===== src/rtl/utf8_stream_validator_macros.svh =====
// Assertion macros for the UTF-8 stream validator.
// Expects clk and arst_n in the scope of each use.
`ifndef UTF8_STREAM_VALIDATOR_MACROS_SVH
`define UTF8_STREAM_VALIDATOR_MACROS_SVH

// same-cycle implication
`define UTF8V_ASSERT_NOW(lbl, ante, cons, msg) \
	lbl: assert property (@(posedge clk) disable iff (!arst_n) (ante) |-> (cons)) \
		else $error(msg);

// next-cycle implication
`define UTF8V_ASSERT_NEXT(lbl, ante, cons, msg) \
	lbl: assert property (@(posedge clk) disable iff (!arst_n) (ante) |=> (cons)) \
		else $error(msg);

`endif


===== src/rtl/utf8v_pkg.sv =====
// Shared types and constants of the UTF-8 stream validator.
// No dependencies.
`default_nettype none

package utf8v_pkg;

	typedef enum logic [1:0] {
		ST_VALID   = 2'd0,
		ST_INVALID = 2'd1,
		ST_TRUNC   = 2'd2
	} status_t;

	localparam logic [20:0] CP_MIN2   = 21'h000080;
	localparam logic [20:0] CP_MIN3   = 21'h000800;
	localparam logic [20:0] SURR_LO   = 21'h00D800;
	localparam logic [20:0] SURR_HI   = 21'h00DFFF;
	localparam logic [20:0] CP_MIN4   = 21'h010000;
	localparam logic [20:0] CP_MAX    = 21'h10FFFF;

	// results caused by one input byte
	typedef struct packed {
		logic [2:0]      n;
		logic [3:0][7:0] bytes;
		logic [20:0]     cp;
		status_t         status;
	} run_t;

	// sequence state seen by the top level
	typedef struct packed {
		logic [2:0] exp_len;
		logic [1:0] cnt;
		logic       err;
	} seq_state_t;

endpackage

`default_nettype wire


===== src/rtl/utf8_stream_validator.sv =====
// Top level of the UTF-8 stream validator: input register, decode core, serializer.
// Depends on utf8v_pkg, utf8v_core, utf8v_emit and the assertion macro header.
//
//   channel | dir | tdata                         | tuser  | tlast
//   s_*     | in  | data_byte[7:0]                | -      | end_of_stream
//   m_*     | out | out_byte[7:0], code_point[28:8] | status | last_of_run
//
// Each accepted byte waits in the input register while the core decodes it; its run of
// 0 to 4 result beats then leaves the serializer one beat per cycle while m_tready is high.
// Bytes that cause no result pass through without waiting for the output.
// Reset clears the sequence state and both valid flags; no clearing pass.
// A stalled output holds its beat; the input register keeps taking a byte while
// the serializer finishes its last beat.
`default_nettype none
`include "utf8_stream_validator_macros.svh"

module utf8_stream_validator import utf8v_pkg::*; (
	input  wire logic        clk,
	input  wire logic        arst_n,
	input  wire logic        s_tvalid,
	output logic             s_tready,
	input  wire logic [7:0]  s_tdata,   // data_byte[7:0]
	input  wire logic        s_tlast,   // end_of_stream
	output logic             m_tvalid,
	input  wire logic        m_tready,
	output logic [31:0]      m_tdata,   // out_byte[7:0], code_point[28:8], zero[31:29]
	output logic [1:0]       m_tuser,   // status[1:0]
	output logic             m_tlast    // last_of_run
);

	logic       valid_s1;
	logic [7:0] byte_s1;
	logic       eos_s1;
	logic       emit_ready;
	logic       advance;
	logic       load;
	run_t       run;
	seq_state_t seq;

	assign advance  = valid_s1 && (emit_ready || run.n == 3'd0);
	assign load     = advance && run.n != 3'd0;
	assign s_tready = !valid_s1 || advance;

	always_ff @(posedge clk or negedge arst_n) begin
		if (!arst_n) begin
			valid_s1 <= 1'b0;
		end else if (s_tready) begin
			valid_s1 <= s_tvalid;
		end
	end

	always_ff @(posedge clk) begin
		if (s_tvalid && s_tready) begin
			byte_s1 <= s_tdata;
			eos_s1  <= s_tlast;
		end
	end

	utf8v_core u_core (
		.clk     (clk),
		.arst_n  (arst_n),
		.advance (advance),
		.in_byte (byte_s1),
		.in_eos  (eos_s1),
		.run     (run),
		.seq     (seq)
	);

	utf8v_emit u_emit (
		.clk      (clk),
		.arst_n   (arst_n),
		.load     (load),
		.run_in   (run),
		.ready    (emit_ready),
		.m_tvalid (m_tvalid),
		.m_tready (m_tready),
		.m_tdata  (m_tdata),
		.m_tuser  (m_tuser),
		.m_tlast  (m_tlast)
	);

	`UTF8V_ASSERT_NOW(a_held_bound, seq.exp_len != 3'd0, seq.cnt != 2'd0 && {1'b0, seq.cnt} < seq.exp_len, "held count out of range for open sequence")
	`UTF8V_ASSERT_NOW(a_err_single, load && run.status != ST_VALID, run.n == 3'd1, "error run longer than one beat")
	`UTF8V_ASSERT_NOW(a_no_run_after_err, valid_s1 && seq.err, run.n == 3'd0, "result produced after error")
	`UTF8V_ASSERT_NEXT(a_load_shows, load, m_tvalid && m_tdata[28:8] == $past(run.cp), "loaded run not presented")

endmodule

`default_nettype wire


===== src/rtl/utf8v_core.sv =====
// Sequence state and decode logic: turns one registered byte into a run of results.
// Depends on utf8v_pkg.
`default_nettype none

module utf8v_core import utf8v_pkg::*; (
	input  wire logic       clk,
	input  wire logic       arst_n,
	input  wire logic       advance,
	input  wire logic [7:0] in_byte,
	input  wire logic       in_eos,
	output run_t            run,
	output seq_state_t      seq
);

	logic [2:0]  exp_len_q, exp_len_d;
	logic [1:0]  cnt_q, cnt_d;
	logic [20:0] pv_q, pv_d;
	logic        err_q, err_d;
	logic [7:0]  held_q [3];
	logic        hold_we;
	logic [1:0]  hold_idx;
	logic [20:0] cp_ext;
	logic [2:0]  len;
	logic        complete;
	logic        ok;

	assign cp_ext = {pv_q[14:0], in_byte[5:0]};
	assign len    = {1'b0, cnt_q} + 3'd1;

	always_comb begin
		run.n      = 3'd0;
		run.bytes  = {in_byte, held_q[2], held_q[1], held_q[0]};
		run.cp     = '0;
		run.status = ST_VALID;
		exp_len_d  = exp_len_q;
		cnt_d      = cnt_q;
		pv_d       = pv_q;
		err_d      = err_q;
		hold_we    = 1'b0;
		hold_idx   = cnt_q;
		complete   = (len >= exp_len_q) || (cnt_q == 2'd3);
		ok         = in_byte[7:6] == 2'b10;
		if (cnt_q >= 2'd2 && held_q[1][7:6] != 2'b10) ok = 1'b0;
		if (cnt_q == 2'd3 && held_q[2][7:6] != 2'b10) ok = 1'b0;
		if (len == 3'd2 && cp_ext < CP_MIN2) ok = 1'b0;
		if (len == 3'd3 && (cp_ext < CP_MIN3 || (cp_ext >= SURR_LO && cp_ext <= SURR_HI)))
			ok = 1'b0;
		if (len == 3'd4 && (cp_ext < CP_MIN4 || cp_ext > CP_MAX)) ok = 1'b0;

		if (err_q) begin
			run.n = 3'd0;
		end else if (exp_len_q == 3'd0) begin
			if (in_byte[7] == 1'b0) begin
				run.n        = 3'd1;
				run.bytes[0] = in_byte;
				run.cp       = {13'd0, in_byte};
			end else if (in_byte[7:5] == 3'b110 || in_byte[7:4] == 4'b1110 ||
				in_byte[7:3] == 5'b11110) begin
				if (in_eos) begin
					run.n      = 3'd1;
					run.bytes  = '0;
					run.status = ST_TRUNC;
				end else begin
					hold_we  = 1'b1;
					hold_idx = 2'd0;
					cnt_d    = 2'd1;
					if (in_byte[7:5] == 3'b110) begin
						exp_len_d = 3'd2;
						pv_d      = {16'd0, in_byte[4:0]};
					end else if (in_byte[7:4] == 4'b1110) begin
						exp_len_d = 3'd3;
						pv_d      = {17'd0, in_byte[3:0]};
					end else begin
						exp_len_d = 3'd4;
						pv_d      = {18'd0, in_byte[2:0]};
					end
				end
			end else begin
				run.n      = 3'd1;
				run.bytes  = '0;
				run.status = ST_INVALID;
				err_d      = 1'b1;
			end
		end else if (complete) begin
			if (ok) begin
				run.n            = len;
				run.bytes[cnt_q] = in_byte;
				run.cp           = cp_ext;
			end else begin
				run.n      = 3'd1;
				run.bytes  = '0;
				run.status = ST_INVALID;
				err_d      = 1'b1;
			end
			exp_len_d = 3'd0;
			cnt_d     = 2'd0;
			pv_d      = '0;
		end else begin
			hold_we = 1'b1;
			cnt_d   = cnt_q + 2'd1;
			pv_d    = cp_ext;
			if (in_eos) begin
				run.n      = 3'd1;
				run.bytes  = '0;
				run.status = ST_TRUNC;
			end
		end

		if (in_eos) begin
			exp_len_d = 3'd0;
			cnt_d     = 2'd0;
			pv_d      = '0;
			err_d     = 1'b0;
		end
	end

	always_ff @(posedge clk or negedge arst_n) begin
		if (!arst_n) begin
			exp_len_q <= 3'd0;
			cnt_q     <= 2'd0;
			pv_q      <= '0;
			err_q     <= 1'b0;
		end else if (advance) begin
			exp_len_q <= exp_len_d;
			cnt_q     <= cnt_d;
			pv_q      <= pv_d;
			err_q     <= err_d;
		end
	end

	always_ff @(posedge clk) begin
		if (advance && hold_we) begin
			held_q[hold_idx] <= in_byte;
		end
	end

	assign seq.exp_len = exp_len_q;
	assign seq.cnt     = cnt_q;
	assign seq.err     = err_q;

endmodule

`default_nettype wire


===== src/rtl/utf8v_emit.sv =====
// Result register and serializer: holds one run and sends it one beat per cycle while m_tready is high.
// Depends on utf8v_pkg.
`default_nettype none

module utf8v_emit import utf8v_pkg::*; (
	input  wire logic        clk,
	input  wire logic        arst_n,
	input  wire logic        load,
	input  wire run_t        run_in,
	output logic             ready,
	output logic             m_tvalid,
	input  wire logic        m_tready,
	output logic [31:0]      m_tdata,  // out_byte[7:0], code_point[28:8], zero[31:29]
	output logic [1:0]       m_tuser,  // status[1:0]
	output logic             m_tlast   // last_of_run
);

	run_t       run_s2;
	logic       valid_s2;
	logic [1:0] idx_q;
	logic       done;

	assign m_tvalid = valid_s2;
	assign m_tlast  = {1'b0, idx_q} == (run_s2.n - 3'd1);
	assign m_tdata  = {3'd0, run_s2.cp, run_s2.bytes[idx_q]};
	assign m_tuser  = run_s2.status;
	assign done     = valid_s2 && m_tready && m_tlast;
	assign ready    = !valid_s2 || done;

	always_ff @(posedge clk or negedge arst_n) begin
		if (!arst_n) begin
			valid_s2 <= 1'b0;
			idx_q    <= 2'd0;
		end else if (load) begin
			valid_s2 <= 1'b1;
			idx_q    <= 2'd0;
		end else if (done) begin
			valid_s2 <= 1'b0;
		end else if (valid_s2 && m_tready) begin
			idx_q <= idx_q + 2'd1;
		end
	end

	always_ff @(posedge clk) begin
		if (load) begin
			run_s2 <= run_in;
		end
	end

endmodule

`default_nettype wire


===== config.mk =====
export PLATFORM = sky130hd
export DESIGN_NAME = utf8_stream_validator
export DESIGN_NICKNAME = d
export VERILOG_FILES = /design/src/rtl/utf8v_pkg.sv /design/src/rtl/utf8_stream_validator.sv /design/src/rtl/utf8v_core.sv /design/src/rtl/utf8v_emit.sv
export VERILOG_INCLUDE_DIRS = /design/src /design/src/rtl
export SDC_FILE = /design/constraint.sdc
export NUM_CORES = 1
export LEC_CHECK = 0
export ABC_AREA = 1
export ABC_CLOCK_PERIOD_IN_PS = 4380
export BUFFER_PORTS_ARGS = -buffer_cell sky130_fd_sc_hd__buf_4
export CAP_MARGIN = 20
export CORE_MARGIN = 3
export CORE_UTILIZATION = 25
export CTS_CLUSTER_SIZE = 12
export DETAILED_ROUTE_END_ITERATION = 8
export GPL_TIMING_DRIVEN = 0
export HOLD_SLACK_MARGIN = 0.1
export PLACE_DENSITY = 0.42
export SLEW_MARGIN = 25
export SYNTH_ARGS = -nofsm -noshare
export SYNTH_HDL_FRONTEND = slang
export SYNTH_SLANG_ARGS = --single-unit
export TNS_END_PERCENT = 1

===== constraint.sdc =====
create_clock -name clk -period 4.38 [get_ports clk]
set_input_delay 0.438 -clock clk [delete_from_list [all_inputs] [get_ports clk]]
set_output_delay 0.438 -clock clk [all_outputs]
set_load 0.05 [all_outputs]

**Yosys cells after proc, flatten, opt, wreduce, memory -nomap -nowiden**

Memories as Yosys holds them, arrays and structs flattened.
Index checks and enable logic that the tools add are counted.

- Bits in registers: 92
- Bits in writable memories: 24
- Bits of input ports: 13
- Output and inout bits: 37
- Word-level logic and storage cells: 155
- Memories: 1

- Add/sub/neg operators: 4
- Magnitude comparators: 11
- Eq/ne operators: 15
- Mux-type cells: 76
- Reduce and logical (&&, ||, !) cells: 32

Memories:

| name | words | bits a word | read ports | clocked after Yosys merged registers in | write ports | RTL line | source |
|---|---|---|---|---|---|---|---|
| u_core.held_q | 3 | 8 | 3 | 0 | 1 | utf8v_core.sv:19 | `logic [7:0] held_q [3];` |

Operators with widths:

| operator | count |
|---|---|
| two-way mux 35 bit | 3 |
| two-way mux 15 bit | 6 |
| two-way mux 33 bit | 2 |
| two-way mux 58 bit | 1 |
| two-way mux 55 bit | 1 |
| two-way mux 21 bit | 2 |
| two-way mux 2 bit | 18 |
| bitwise mux 32 bit | 1 |
| two-way mux 3 bit | 10 |
| two-way mux 24 bit | 1 |
| two-way mux 8 bit | 3 |
| two-way mux 1 bit | 23 |
| greater-or-equal comparator 21 x 16 -> 1 bit, second input constant | 1 |
| greater-than comparator 21 bit, second input constant | 1 |
| <= comparator 21 x 16 -> 1 bit, second input constant | 1 |
| less-than comparator 21 x 12 -> 1 bit, second input constant | 1 |
| less-than comparator 21 x 17 -> 1 bit, second input constant | 1 |
| less-than comparator 21 x 8 -> 1 bit, second input constant | 1 |
| binary-select mux 8 bit (select 2 bit) | 1 |
| demux 8 bit (select 2 bit) | 1 |
| logical AND 1 bit | 13 |
| logical OR 1 bit | 8 |
| != test 2 bit, second input constant | 4 |
| two-way mux 7 bit | 1 |
| other kinds (23) | 33 |

**Longest topological paths before layout**

Gate-level depths: netlist of run 1.
An unclocked memory read counts as a cell.

- Depth in word-level cells: 18
- Mapped depth: 19

**Cells and area by module**

A second synthesis of run 1 with hierarchy kept.

- Cells, all modules: 769
- Area total of the unflattened synthesis: 6,590.1 um^2

Modules (own cells, without submodules):

| module | times used | cells an instance | area an instance (um^2) |
|---|---|---|---|
| utf8v_core | 1 | 587 | 3,813.7 |
| utf8v_emit | 1 | 160 | 2,409.8 |
| utf8_stream_validator | 1 | 22 | 366.6 |

**Worst setup path after synthesis of run 1**

No wires, ideal clock.

- Path type: flip-flop to flip-flop
- Start point: register u_core.cnt_q[0]
- End point: register u_emit.run_s2 (netlist bit u_emit.m_tdata[10]) (enable)
- Arrival time: 3.130 ns
- Required time: 3.968 ns
- Path slack: 0.838 ns
- Cell stages (with the launch flop): 14
- Clock period less this slack: 3.542 ns
- Cells stage by stage: dfrtp_1 -> inv_1 -> ha_1 -> ha_1 -> nand3b_1 -> nand4_1 -> nor2_1 -> o21bai_1 -> inv_1 -> nand2_1 -> nand2_1 -> nand2_2 -> nand3_1 -> inv_1

- Cells in the longest elaborated chain, start to end: 15
- Elaborated cells between the ends (all ways): 27
- Classes of those cells: add/sub (1); order compare (2); eq/ne (4); mux (9); reduce/logical (11)

Ends and longest elaborated chain:

| item | RTL line | source |
|---|---|---|
| start, declared | utf8v_core.sv:16 | `logic [1:0] cnt_q, cnt_d;` |
| start signal, assigned | utf8v_core.sv:125 | `cnt_q <= cnt_d;` |
| greater-or-equal comparator 2 bit | utf8v_core.sv:43 | `if (cnt_q >= 2'd2 && held_q[1][7:6] != 2'b10) ok = 1'b0;` |
| logical AND 1 bit | utf8v_core.sv:43 |  |
| two-way mux 1 bit | utf8v_core.sv:43 |  |
| two-way mux 1 bit | utf8v_core.sv:44 | `if (cnt_q == 2'd3 && held_q[2][7:6] != 2'b10) ok = 1'b0;` |
| two-way mux 1 bit | utf8v_core.sv:45 | `if (len == 3'd2 && cp_ext < CP_MIN2) ok = 1'b0;` |
| two-way mux 1 bit | utf8v_core.sv:46 | `if (len == 3'd3 && (cp_ext < CP_MIN3 \|\| (cp_ext >= SURR_LO && cp_ext <= SURR_HI)))` |
| two-way mux 1 bit | utf8v_core.sv:48 | `if (len == 3'd4 && (cp_ext < CP_MIN4 \|\| cp_ext > CP_MAX)) ok = 1'b0;` |
| two-way mux 35 bit | utf8v_core.sv:85 | `if (ok) begin` |
| two-way mux 35 bit (*) | utf8v_core.sv:84 | `end else if (complete) begin` |
| two-way mux 58 bit (*) | utf8v_core.sv:52 | `end else if (exp_len_q == 3'd0) begin` |
| two-way mux 3 bit (*) | utf8v_core.sv:50 | `if (err_q) begin` |
| logical NOT 3 bit | utf8_stream_validator.sv:40 | `assign advance = valid_s1 && (emit_ready \|\| run.n == 3'd0);` |
| logical OR 1 bit | utf8_stream_validator.sv:40 |  |
| logical AND 1 bit | utf8_stream_validator.sv:40 |  |
| logical AND 1 bit (*) | utf8_stream_validator.sv:41 | `assign load = advance && run.n != 3'd0;` |
| named net load | utf8_stream_validator.sv:36 | `logic load;` |
| end signal, assigned | utf8v_emit.sv:46 | `run_s2 <= run_in;` |
| end, declared | utf8v_emit.sv:18 | `run_t run_s2;` |

The timed path passes the listed nets; every way through them passes the cells marked *.
A chain may end at the register's enable or synchronous reset.

**Final worst setup path of run 1**

- Start point: register u_core.cnt_q[0]
- End point: output s_tready

- Cells in the longest elaborated chain, start to end: 15
- Elaborated cells between the ends (all ways): 26
- Classes of those cells: add/sub (1); order compare (2); eq/ne (4); mux (9); reduce/logical (10)

Ends and longest elaborated chain:

| item | RTL line | source |
|---|---|---|
| greater-or-equal comparator 2 bit | utf8v_core.sv:43 |  |
| logical AND 1 bit | utf8v_core.sv:43 |  |
| two-way mux 1 bit | utf8v_core.sv:43 |  |
| two-way mux 1 bit | utf8v_core.sv:44 |  |
| two-way mux 1 bit | utf8v_core.sv:45 |  |
| two-way mux 1 bit | utf8v_core.sv:46 |  |
| two-way mux 1 bit | utf8v_core.sv:48 |  |
| two-way mux 35 bit | utf8v_core.sv:85 |  |
| two-way mux 35 bit (*) | utf8v_core.sv:84 |  |
| two-way mux 58 bit (*) | utf8v_core.sv:52 |  |
| two-way mux 3 bit (*) | utf8v_core.sv:50 |  |
| logical NOT 3 bit (*) | utf8_stream_validator.sv:40 |  |
| logical OR 1 bit (*) | utf8_stream_validator.sv:40 |  |
| logical AND 1 bit (*) | utf8_stream_validator.sv:40 |  |
| logical OR 1 bit (*) | utf8_stream_validator.sv:42 | `assign s_tready = !valid_s1 \|\| advance;` |
| end, declared | utf8_stream_validator.sv:21 | `output logic s_tready,` |

Every way passes the cells marked *; elsewhere a longest branch is shown, timed or not.

==> results of run 1 <==
-- synth_stat cells, drive strengths merged --
library cell,count
nand3b,1
nand2,122
dfrtp,25
clkinv,2
nor2,83
clkbuf,14
o211ai,13
xnor2,1
nor3,14
o22ai,12
ha,8
a21oi,18
inv,67
nand4,24
conb,1
buf,37
xor2,2
a31oi,1
o21ai,45
nor4,1
edfxtp,91
o31ai,1
nand3,21
a22oi,2
o21bai,1
or2,1
a221oi,5
-- final cells by class --
class / instances / share of cell area
plain buffers: 51 / 0.0451
clock buffers: 19 / 0.0602
clock inverters: 13 / 0.0221
inverters: 69 / 0.0364
multi-input cells: 379 / 0.263
flip-flops and latches: 116 / 0.467
well taps: 313 / 0.0545
repair buffers: 48 / 0.0522
-- per-layer routing --
| metal | share of wire | vias up |
|---|---|---|
| met5 | 0 | - |
| met4 | 0.023 | 0 |
| met3 | 0.063 | 21 |
| met2 | 0.45 | 140 |
| met1 | 0.47 | 2111 |
| li1 | - | 2210 |
-- power by group through the flow --
stage	logic [W]	clock network [W]	registers, W
2_1_floorplan	0.00187	0	0.00173
3_3_place_gp	0.00262	0	0.00177
3_5_place_dp	0.00268	0	0.00176
4_1_cts	0.00269	0.00142	0.00174
5_1_grt	0.00292	0.00147	0.00177
6_report	0.00267	0.00139	0.00174
-- cells by family (layout without fill, tap and decap cells) --
| group | count (synthesis) | after routing | synth area share |
|---|---|---|---|
| AO/OA/AOI/OAI | 98 | 98 | 0.0993 |
| XOR/XNOR | 3 | 3 | 0.00451 |
| adder cells (fa/ha/maj) | 8 | 8 | 0.0172 |
| buffers and inverters | 120 | 200 | 0.100 |
| flip-flops | 116 | 116 | 0.577 |
| other | 1 | 3 | 0.000644 |
| AND/OR/NAND/NOR | 267 | 267 | 0.202 |
-- sequential cells by signal, indices dropped and copies added (netlist names) --
register and count:
byte_s1 8, eos_s1 1, u_core.cnt_q 2, u_core.err_q 1, u_core.exp_len_q 3, u_core.held_q 24
u_core.pv_q 15, u_emit.idx_q 2, u_emit.m_tdata 21, u_emit.m_tuser 2, u_emit.m_tvalid 1, u_emit.run_s2 35
valid_s1 1
-- metrics by stage --
step | hold slack [ns] | utilization | setup slack, ns
detailed placement | 0.375 | 0.289 | 0.899
global route | 0.177 | 0.316 | 0.587
floorplan | 0.142 | - | 0.838
finish | 0.199 | 0.316 | 0.879
CTS | 0.175 | 0.316 | 0.865
global placement | 0.372 | 0.288 | -0.158
-- worst register-to-register path, delay by kind of cell (launching register included) --
kind	cells	cell delay, ns
and+or+nand+nor	10	1.62
buffers and inverters	2	0.30
DFF	1	0.51
adders and majority gates	2	0.68
-- worst paths after layout --
kind | startpoint | end | slack [ns] | cells after the start
worst max register to register | u_core.cnt_q[0] | u_core.held_q[2][1] | 0.90 | 14
min in group asynchronous | arst_n | u_core.pv_q[11] | 0.49 | 2
worst min register to register | u_core.pv_q[10] | u_core.pv_q[10] | 0.47 | 2
worst min-delay path | s_tdata[2] | byte_s1[2] | 0.20 | 1
worst max-delay path | u_core.cnt_q[0] | s_tready | 0.88 | 13
max in group asynchronous | arst_n | u_core.pv_q[3] | 3.63 | 2
==> implementation parameters, run 1 <==
Parameter                              Value

Run status
  Outcome    complete, no violations

Yosys
  Post-synth design cell area    around 5800 um^2
  Number of instances in the synthesized netlist    613
  Area share of the largest cell type after synthesis    0.469
  Biggest area consumer among synthesized cells    edfxtp_1
  Synth Register Bits    116
  Ranking of synthesized cells by area    edfxtp_1 47%, dfrtp_1 11%, nand2_1 7.6%
  Count of unique library cells instantiated by Yosys    40
  Ys Warns    0
  Mean instance size in the synthesized netlist    ~9.5 um^2
  Share of synthesized area occupied by flip-flops and latches    0.577

Power and ir drop
  Switching share of power    0.439
  PnR Total Power    0.00579 W
  Power density over the cells    805 nW/um^2
  Clock power frac    0.240
  Net Sw Power    roughly 0.0025 W
  Power share of the combinational group    0.460
  Max rail drop VDD    between 0.0002 and 0.0003 V
  Sequential share of power    0.300
  Internal power summed over all cells    0.00325 W
  Leakage component of the power    2.93 nW

Detailed routing
  Routed wire per std cell    15.4 um
  Detailed-routing iteration count for the pre-antenna-repair pass    6
  Total DRC errors in the routed layout    0
  Antenna-violating nets left    0
  Number of DRC violations after detailed-routing iteration 0    290
  Routed wire length    15600 um
  Via count of the routed design    4482
  Post-detailed-route via-to-cell ratio    between 4 and 5

Cells and area
  Final instance count without filler cells    1008
  Layout net count    703
  Signed area change from the synthesized netlist to the final layout    23.5%
  Most frequent standard cell in the layout excluding fill and tap cells    nand2_1
  Non-Filler Cell Area, Final    ~7200 um^2
  Diodes inserted    0
  Area taken by multi-input logic gates    1890 um^2
  Fill cells    between 2000 and 2500
  Share of final-layout standard cells stronger than drive strength 1    0.183
  FF/Latch Area    ~3400 um^2
  Commonest cells after routing, fill and taps aside    118 x nand2_1, 91 x edfxtp_1, 81 x nor2_1

Clocking
  Number of gates resized after CTS    0
  CTS H-tree lvls    4
  Cts bufs inserted    17
  Clock tree from TritonCTS    yes
  CTS Hold Buffers Added    1
  Clock latency of the later-clocked register in the worst-skew pair    0.41 ns
  Clock Path Buffers    2
  Post-CTS setup-driven buffer insertion count    0
  Clock transition at the registers of the reported paths    about 0.05 ns
  Clk sinks    116
  Root Driver    clkbuf_16

Place
  Placed wire-length estimate after detailed placement    approximately 12000 um
  Number of placed instances, taps included    ~980
  Final RePlAce weighted congestion    0.825
  Port buffer count    46
  Placed Area    6590 um^2

Worst setup path
  Signal arrival time at the worst endpoint    3.06 ns
  Class of the most critical setup path    flop to output pin
  Sort of element at the start of the critical path    flop
  Largest delay contributor family on the critical path    simple AND/OR/NAND/NOR gates
  Sort of element at the end of the critical path    output pin
  Buffer and inverter count on the worst path    3
  Library cell contributing the largest single delay on the critical path    dfrtp_1
  Cell chain of the critical path    inv_1, ha_1, ha_1, nand3b_1, nand4_1, nor2_1, o21bai_1, inv_1, nand2_1, nand2_1, nand2_2, nand3_1, buf_4
  Crit path required time    3.94 ns
  Crit Path Max Fanout    8
  Max incr delay on CP    a little over 0.5 ns

Timing
  Final setup violation count    0
  Share of the clock period used by the worst path    0.799
  Upper clock frequency limit    286 MHz
  Number of max-slew violations in the final report    0
  Worst slew margin relative to its limit    0.527
  Setup repair after global routing missed its margin    false
  Pin slew with the least headroom to its limit    0.707 ns
  Total negative slack    0 ns
  Minimum clock period after layout    3.50 ns
  Skew final    between 0.006 and 0.007 ns
  Final hold violations    0

Global route
  Met3 Usage GRT    0.0323
  Met1 global-route usage    0.180
  Antenna violations before repair    0
  First-pass GRT wire length    24700 um
  Remaining Overflow, GRT    0
  GRT Overall Usage    0.130
  Met2 global-route usage    0.196
  Highest-utilization routing layer at the global route stage    met2
  Number of global-route vias before repair    4365
  Largest net degree at the start of global routing    35

Job
  Reported max-cap violation count    0

Floorplanning
  Starting density of the core    0.256
  Floorplan Core Area    ~23000 um^2
  Die Area    25200 um^2
  Die Ht    159 um
  Boundary Pins    50
  Std cell rows    55
  DIE WIDTH    159 um

Min path
  Hold Path Class    input pin to flop
(Power assumes the default switching activity.)
==> run 2: changes to the inputs <==
--- a/config.mk
+++ b/config.mk
@@ -7,7 +7,7 @@
 export NUM_CORES = 1
 export LEC_CHECK = 0
 export ABC_AREA = 1
-export ABC_CLOCK_PERIOD_IN_PS = 4380
+export ABC_CLOCK_PERIOD_IN_PS = 2800
 export BUFFER_PORTS_ARGS = -buffer_cell sky130_fd_sc_hd__buf_4
 export CAP_MARGIN = 20
 export CORE_MARGIN = 3
@@ -16,7 +16,7 @@
 export DETAILED_ROUTE_END_ITERATION = 8
 export GPL_TIMING_DRIVEN = 0
 export HOLD_SLACK_MARGIN = 0.1
-export PLACE_DENSITY = 0.42
+export PLACE_DENSITY = 0.43
 export SLEW_MARGIN = 25
 export SYNTH_ARGS = -nofsm -noshare
 export SYNTH_HDL_FRONTEND = slang
==> constraint.sdc (replaced) <==
create_clock -name clk -period 2.8 [get_ports clk]
set_input_delay 0.28 -clock clk [delete_from_list [all_inputs] [get_ports clk]]
set_output_delay 0.28 -clock clk [all_outputs]
set_load 0.05 [all_outputs]
==> run 2 against run 1 <==
The flow now finishes with violations (setup timing). Combinational power increased by 72%. Clock skew is 0.0031 ns higher. Highest routed layer unchanged. Hold slack improved by 0.042 ns. Routed wire length rose by 1.5%. Global-route usage grew 0.21 points. Sequential share of layout area decreased by 2.4 points. Clock power grew 50%. Total power up 62%. Design area grew 5.6%.
==> implementation parameters, run 2 (synthesized netlist as in run 1, its figures left out) <==
Parameter                              Value

Run status
  Outcome    finished, violations left (was complete, no violations)
  Violations in the final reports    setup timing

Power and ir drop
  PnR Total Power    0.00940 W (was 0.00579 W)
  Leakage component of the power    3.04 nW (was 2.93 nW)
  Max rail drop VDD    0.000417 V (was 0.000257 V)
  Power density over the cells    1240 nW/um^2 (was 805 nW/um^2)

Place
  Final RePlAce weighted congestion    0.841 (was 0.825)
  Placed wire-length estimate after detailed placement    11600 um (about the same)
  Port buffer count    46 (unchanged)
  Placed Area    6660 um^2 (was 6590 um^2)

Clocking
  Clock transition at the registers of the reported paths    0.05 ns (about the same)
  CTS H-tree lvls    4 (unchanged)
  Cts bufs inserted    17 (unchanged)
  Clock latency of the later-clocked register in the worst-skew pair    0.42 ns (was 0.41 ns)
  Root Driver    clkbuf_16 (unchanged)
  Clock tree from TritonCTS    yes (unchanged)
  Clock Path Buffers    2 (unchanged)
  Clk sinks    116 (unchanged)

Cells and area
  Non-Filler Cell Area, Final    7590 um^2 (was 7190 um^2)
  Layout net count    728 (was 703)
  Most frequent standard cell in the layout excluding fill and tap cells    nand2_1 (unchanged)
  Commonest cells after routing, fill and taps aside    115 x nand2_1, 91 x edfxtp_1, 86 x buf_4 (was 118 x nand2_1, 91 x edfxtp_1, 81 x nor2_1)
  Signed area change from the synthesized netlist to the final layout    30.4% (was 23.5%)
  Largest Register    u_emit.run_s2 (unchanged)
  Diodes inserted    0 (unchanged)
  Share of final-layout standard cells stronger than drive strength 1    0.228 (was 0.183)
  Flip-flop count of the largest register, all copies and words added    35 (unchanged)
  Fill cells    2365 (was 2392)

Detailed routing
  Post-detailed-route via-to-cell ratio    4.41 (was 4.45)
  Via count of the routed design    4557 (was 4482)
  Antenna-violating nets left    0 (unchanged)
  Routed wire length    15800 um (was 15600 um)
  Routed wire per std cell    15.3 um (was 15.4 um)
  Total DRC errors in the routed layout    0 (unchanged)
  Detailed-routing iteration count for the pre-antenna-repair pass    5 (was 6)
  Number of DRC violations after detailed-routing iteration 0    294 (was 290)

Floorplanning
  Die Area    25200 um^2 (unchanged)
  Std cell rows    55 (unchanged)
  Starting density of the core    0.256 (unchanged)
  DIE WIDTH    159 um (unchanged)
  Boundary Pins    50 (unchanged)
  Die Ht    159 um (unchanged)
  Floorplan Core Area    22800 um^2 (unchanged)

Worst setup path
  Crit path required time    2.52 ns (was 3.94 ns)
  Signal arrival time at the worst endpoint    2.58 ns (was 3.06 ns)
  Crit Path Max Fanout    6 (was 8)
  Class of the most critical setup path    flop to output pin (unchanged)
  Sort of element at the end of the critical path    output pin (unchanged)
  Setup slack on the worst flop-to-flop path    -0.02 ns (was 0.90 ns)
  Sort of element at the start of the critical path    flop (unchanged)

Global route
  GRT Overall Usage    0.132 (was 0.130)
  Antenna violations before repair    0 (unchanged)
  First-pass GRT wire length    25200 um (was 24700 um)
  Number of global-route vias before repair    4495 (was 4365)
  Remaining Overflow, GRT    0 (unchanged)
  Largest net degree at the start of global routing    31 (was 35)

Timing
  Share of the clock period used by the worst path    1.02
  Final hold violations    0 (unchanged)
  Upper clock frequency limit    349 MHz
  Post-layout worst setup margin    -0.0648 ns (was 0.879 ns)
  Minimum clock period after layout    2.86 ns
  Final setup violation count    48 (was 0)
  Pin slew with the least headroom to its limit    0.671 ns (was 0.707 ns)
  Number of max-slew violations in the final report    0 (unchanged)
  Worst slew margin relative to its limit    0.553 (was 0.527)
  Skew final    0.0101 ns (was 0.00698 ns)
  Setup repair after global routing missed its margin    true (was false)

Min path
  Hold Path Class    input pin to flop (unchanged)

Job
  Reported max-cap violation count    0 (unchanged)
==> run 2: final timing paths <==
path / from / end / cells after the start
setup / recovery: u_core.cnt_q[1] / s_tready / 13
hold / removal: s_tvalid / valid_s1 / 3
setup reg to reg: u_core.cnt_q[1] / u_emit.run_s2[25] / 15
hold reg to reg: u_core.pv_q[1] / u_core.pv_q[1] / 2
max in group asynchronous: arst_n / u_core.cnt_q[0] / 2
min in group asynchronous: arst_n / u_core.pv_q[7] / 2
==> run 2: report_power, final <==
| group | total [W] | switching [W] | internal, W |
|---|---|---|---|
| clock network | 0.00208 | 0.000779 | 0.00130 |
| registers | 0.00272 | 0.000231 | 0.00249 |
| logic | 0.00459 | 0.00312 | 0.00147 |
| total | 0.00940 | 0.00413 | 0.00526 |
==> run 2: layout make-up <==
type	instances	area [um^2]	area share
tap	313	392	0.0516
sequential	116	3360	0.443
clock buffer	19	433	0.0570
timing repair buffer	72	636	0.0837
multi-input combinational	379	2030	0.267
clock inverter	13	135	0.0178
timing repair inverter	1	7.51	0.000989
buffer	51	333	0.0438
inverter	69	268	0.0353
==> run 2: metal layers <==
metal  track usage  up-vias  share of wire
li1              -     2258              -
met1         0.183     2171           0.48
met2         0.207      119           0.47
met3        0.0280        9          0.041
met4        0.0406        0         0.0094
met5             0        -              0
==> run 2: worst max-delay path, stage by stage (launching register included) <==
cell and delay (ns):
dfrtp_2 0.47, inv_4 0.06, ha_4 0.29, ha_4 0.20, nand3b_1 0.08, nand4_1 0.16
nor2_1 0.18, o21bai_1 0.13, inv_1 0.07, nand2_2 0.08, nand2_4 0.06, nand2_4 0.10
nand3_4 0.09, buf_8 0.20
==> run 2: what timing repair did <==
item,4_1_cts,5_1_grt
setup buffers,14,1
setup endpoints to repair,94,118
endpoints found under the hold margin,34,0
cloned,1,0
pin swaps,6,8
hold buffers,10,0
gates resized for setup,18,9
==> run 2: per-stage QoR <==
stage                util  TNS (ns)  hold slack (ns)  instances  worst slack, ns
floorplan               -    -10.21          -0.0156        615           -0.176
global placement    0.292    -63.95            0.216        974           -0.916
detailed placement  0.292    -36.95            0.220        975           -0.542
CTS                 0.332    -0.302            0.179       1032          -0.0694
global route        0.333    -10.93            0.199       1033           -0.195
finish              0.333    -0.507            0.242       1033          -0.0648
==> run 3: changes to the inputs <==
--- a/config.mk
+++ b/config.mk
@@ -11,12 +11,13 @@
 export BUFFER_PORTS_ARGS = -buffer_cell sky130_fd_sc_hd__buf_4
 export CAP_MARGIN = 20
 export CORE_MARGIN = 3
-export CORE_UTILIZATION = 25
+export CORE_UTILIZATION = 54
 export CTS_CLUSTER_SIZE = 12
 export DETAILED_ROUTE_END_ITERATION = 8
 export GPL_TIMING_DRIVEN = 0
 export HOLD_SLACK_MARGIN = 0.1
-export PLACE_DENSITY = 0.43
+export MAX_ROUTING_LAYER = met4
+export PLACE_DENSITY = 0.78
 export SLEW_MARGIN = 25
 export SYNTH_ARGS = -nofsm -noshare
 export SYNTH_HDL_FRONTEND = slang
==> run 3 against run 2 <==
The flow still finishes with violations (setup timing). Critical path type is now flop to flop. Via count rose by 5.4%. Clock skew fell by 0.0024 ns. Clock power rose by 13%. Register-to-register slack got worse by 0.20 ns. Count of clock-buffer cells in the layout did not move. Combinational power barely moved. Fmax fell by 5.2%.
==> implementation parameters, run 3 (synthesized netlist as in run 1, its figures left out) <==
Parameter                              Value

Power and ir drop
  Leakage component of the power    3.07 nW (was 3.04 nW)
  Max rail drop VDD    0.000818 V (was 0.000417 V)
  Power density over the cells    1310 nW/um^2 (was 1240 nW/um^2)

Worst setup path
  Count of cells along the worst register-to-register path    15 (unchanged)
  Reg2Reg Launch Point    u_core.cnt_q[0] (was u_core.cnt_q[1])
  Library cell contributing the largest single delay on the critical path    dfrtp_2 (unchanged)
  Setup slack on the worst flop-to-flop path    -0.22 ns (was -0.02 ns)
  Crit path required time    3.01 ns (was 2.52 ns)
  Max incr delay on CP    0.45 ns (was 0.47 ns)
  Cell chain of the critical path    inv_4, ha_1, buf_4, o22ai_1, nand3_1, a21oi_2, nand3_1, nand2_2, nand2_1, nand2_2, nand2_4, buf_12, nand2_4, nand3_2, nor2_4 (was inv_4, ha_4, ha_4, nand3b_1, nand4_1, nor2_1, o21bai_1, inv_1, nand2_2, nand2_4, nand2_4, nand3_4, buf_8)
  Sort of element at the end of the critical path    flop (was output pin)
  Crit Path Max Fanout    9 (was 6)
  Sort of element at the start of the critical path    flop (unchanged)
  Worst R2R End    u_core.held_q[2][0] (was u_emit.run_s2[25])
  Signal arrival time at the worst endpoint    3.23 ns (was 2.58 ns)
  Class of the most critical setup path    flop to flop (was flop to output pin)

Place
  Port buffer count    46 (unchanged)
  Final RePlAce weighted congestion    0.922 (was 0.841)
  Placed Area    6440 um^2 (was 6660 um^2)
  Minimum setup slack after placement    -0.500 ns (was -0.542 ns)
  Placed wire-length estimate after detailed placement    9780 um (was 11600 um)

Timing
  Minimum clock period after layout    3.02 ns (was 2.86 ns)
  Final hold violations    0 (unchanged)
  Skew final    0.00770 ns (was 0.0101 ns)
  Hold WS    0.182 ns (was 0.242 ns)
  Setup repair after global routing missed its margin    true (unchanged)
  Post-layout worst setup margin    -0.223 ns (was -0.0648 ns)
  Final setup violation count    81 (was 48)
  Worst slew margin relative to its limit    0.469 (was 0.553)
  Number of max-slew violations in the final report    0 (unchanged)
  Pin slew with the least headroom to its limit    0.796 ns (was 0.671 ns)
  Upper clock frequency limit    331 MHz (was 349 MHz)
  Share of the clock period used by the worst path    1.08 (was 1.02)

Clocking
  Clock transition at the registers of the reported paths    0.06 ns (was 0.05 ns)
  CTS H-tree lvls    4 (unchanged)
  Root Driver    clkbuf_8 (was clkbuf_16)
  Clock latency of the later-clocked register in the worst-skew pair    0.53 ns (was 0.42 ns)
  Cts bufs inserted    17 (unchanged)
  Clk sinks    116 (unchanged)
  Clock tree from TritonCTS    yes (unchanged)
  Clock Path Buffers    2 (unchanged)

Run status
  Violations in the final reports    setup timing (unchanged)
  Outcome    finished, violations left (unchanged)

Floorplanning
  Floorplan Core Area    10400 um^2 (was 22800 um^2)
  Std cell rows    37 (was 55)
  Die Ht    110 um (was 159 um)
  DIE WIDTH    110 um (was 159 um)
  Starting density of the core    0.559 (was 0.256)
  Die Area    12100 um^2 (was 25200 um^2)
  Boundary Pins    50 (unchanged)

Global route
  Remaining Overflow, GRT    0 (unchanged)
  Antenna violations before repair    0 (unchanged)
  Number of global-route vias before repair    4418 (was 4495)
  GRT Overall Usage    0.261 (was 0.132)
  First-pass GRT wire length    22700 um (was 25200 um)
  Largest net degree at the start of global routing    31 (unchanged)

Job
  Reported max-cap violation count    0 (unchanged)

Detailed routing
  Routed wire per std cell    17.3 um (was 15.3 um)
  Detailed-routing iteration count for the pre-antenna-repair pass    5 (unchanged)
  Routed wire length    14700 um (was 15800 um)
  Antenna-violating nets left    0 (unchanged)
  Post-detailed-route via-to-cell ratio    5.64 (was 4.41)
  Total DRC errors in the routed layout    0 (unchanged)
  Number of DRC violations after detailed-routing iteration 0    457 (was 294)
  Via count of the routed design    4804 (was 4557)

Cells and area
  Non-Filler Cell Area, Final    7380 um^2 (was 7590 um^2)
  FF/Latch Area    3360 um^2 (unchanged)
  Commonest cells after routing, fill and taps aside    114 x nand2_1, 91 x edfxtp_1, 81 x buf_4 (was 115 x nand2_1, 91 x edfxtp_1, 86 x buf_4)
  Area taken by multi-input logic gates    2020 um^2 (was 2030 um^2)
  Layout net count    724 (was 728)
  Fill cells    727 (was 2365)
  Share of final-layout standard cells stronger than drive strength 1    0.221 (was 0.228)
  Largest Register    u_emit.run_s2 (unchanged)
  Most frequent standard cell in the layout excluding fill and tap cells    nand2_1 (unchanged)
  Flip-flop count of the largest register, all copies and words added    35 (unchanged)
  Signed area change from the synthesized netlist to the final layout    26.8% (was 30.4%)
  Diodes inserted    0 (unchanged)

Min path
  Worst min-delay path endpoint    u_emit.idx_q[0] (was valid_s1)
  Hold_sp    m_tready (was s_tvalid)
  Hold Path Class    input pin to flop (unchanged)
  Hold depth    5 (was 3)
[run 3: stage by stage]
step	util	setup TNS [ns]	std cells	total power [W]
after floorplan	-	-10.21	615	0.00571
after global placement	0.616	-57.03	797	0.00676
after detailed placement	0.618	-33.12	798	0.00689
after CTS	0.698	-7.14	845	0.00938
after global routing	0.709	-23.14	852	0.0101
final	0.709	-8.51	852	0.00964
[run 3: repair_timing]
item / 4_1_cts / 5_1_grt
hold endpoints to repair: 35 / 0
cloned: 1 / 0
pin swaps: 5 / 10
hold buffers: 11 / 0
buffers inserted: 3 / 7
gates resized for setup: 18 / 10
setup endpoints to repair: 92 / 119
[run 3: power by group]
group / internal, W / switching (W)
logic: 0.00144 / 0.00314
registers: 0.00249 / 0.000225
clock network: 0.00161 / 0.000735
[run 3: worst max path at each step]
stage,slack [ns],start,cells after the start,endpoint
after floorplan,-0.18,u_core.cnt_q[0],13,u_emit.m_tdata[10]
after global placement,-0.82,u_core.cnt_q[0],13,u_emit.run_s2[25]
after detailed placement,-0.50,u_core.cnt_q[0],14,u_emit.run_s2[28]
after CTS,-0.18,u_core.cnt_q[1],13,s_tready
after global routing,-0.36,u_core.cnt_q[0],15,u_core.held_q[2][6]
final,-0.22,u_core.cnt_q[0],15,u_core.held_q[2][0]
[run 3: final cells by class]
class	instances	area share
Clock inverter	13	0.0286
Timing Repair Buffer	68	0.0800
Buffer	51	0.0446
Inverter	69	0.0366
Clock buffer	19	0.0571
Tap cell	136	0.0231
Sequential cell	116	0.455
Multi-Input combinational cell	379	0.274
Timing Repair inverter	1	0.00102
[run 3: per-layer routing]
layer	track usage	share of wire
met5	-	0
met4	0.0962	0.025
met3	0.0669	0.081
met2	0.381	0.47
met1	0.354	0.43
[run 3: critical path, delay by kind of cell, from the launching register on]
family | cells | cell delay [ns]
and+or+nand+nor | 9 | 1.32
adders and majority gates | 1 | 0.20
DFF | 1 | 0.45
buffers and inverters | 3 | 0.37
AOI/OAI and AO/OA | 2 | 0.36
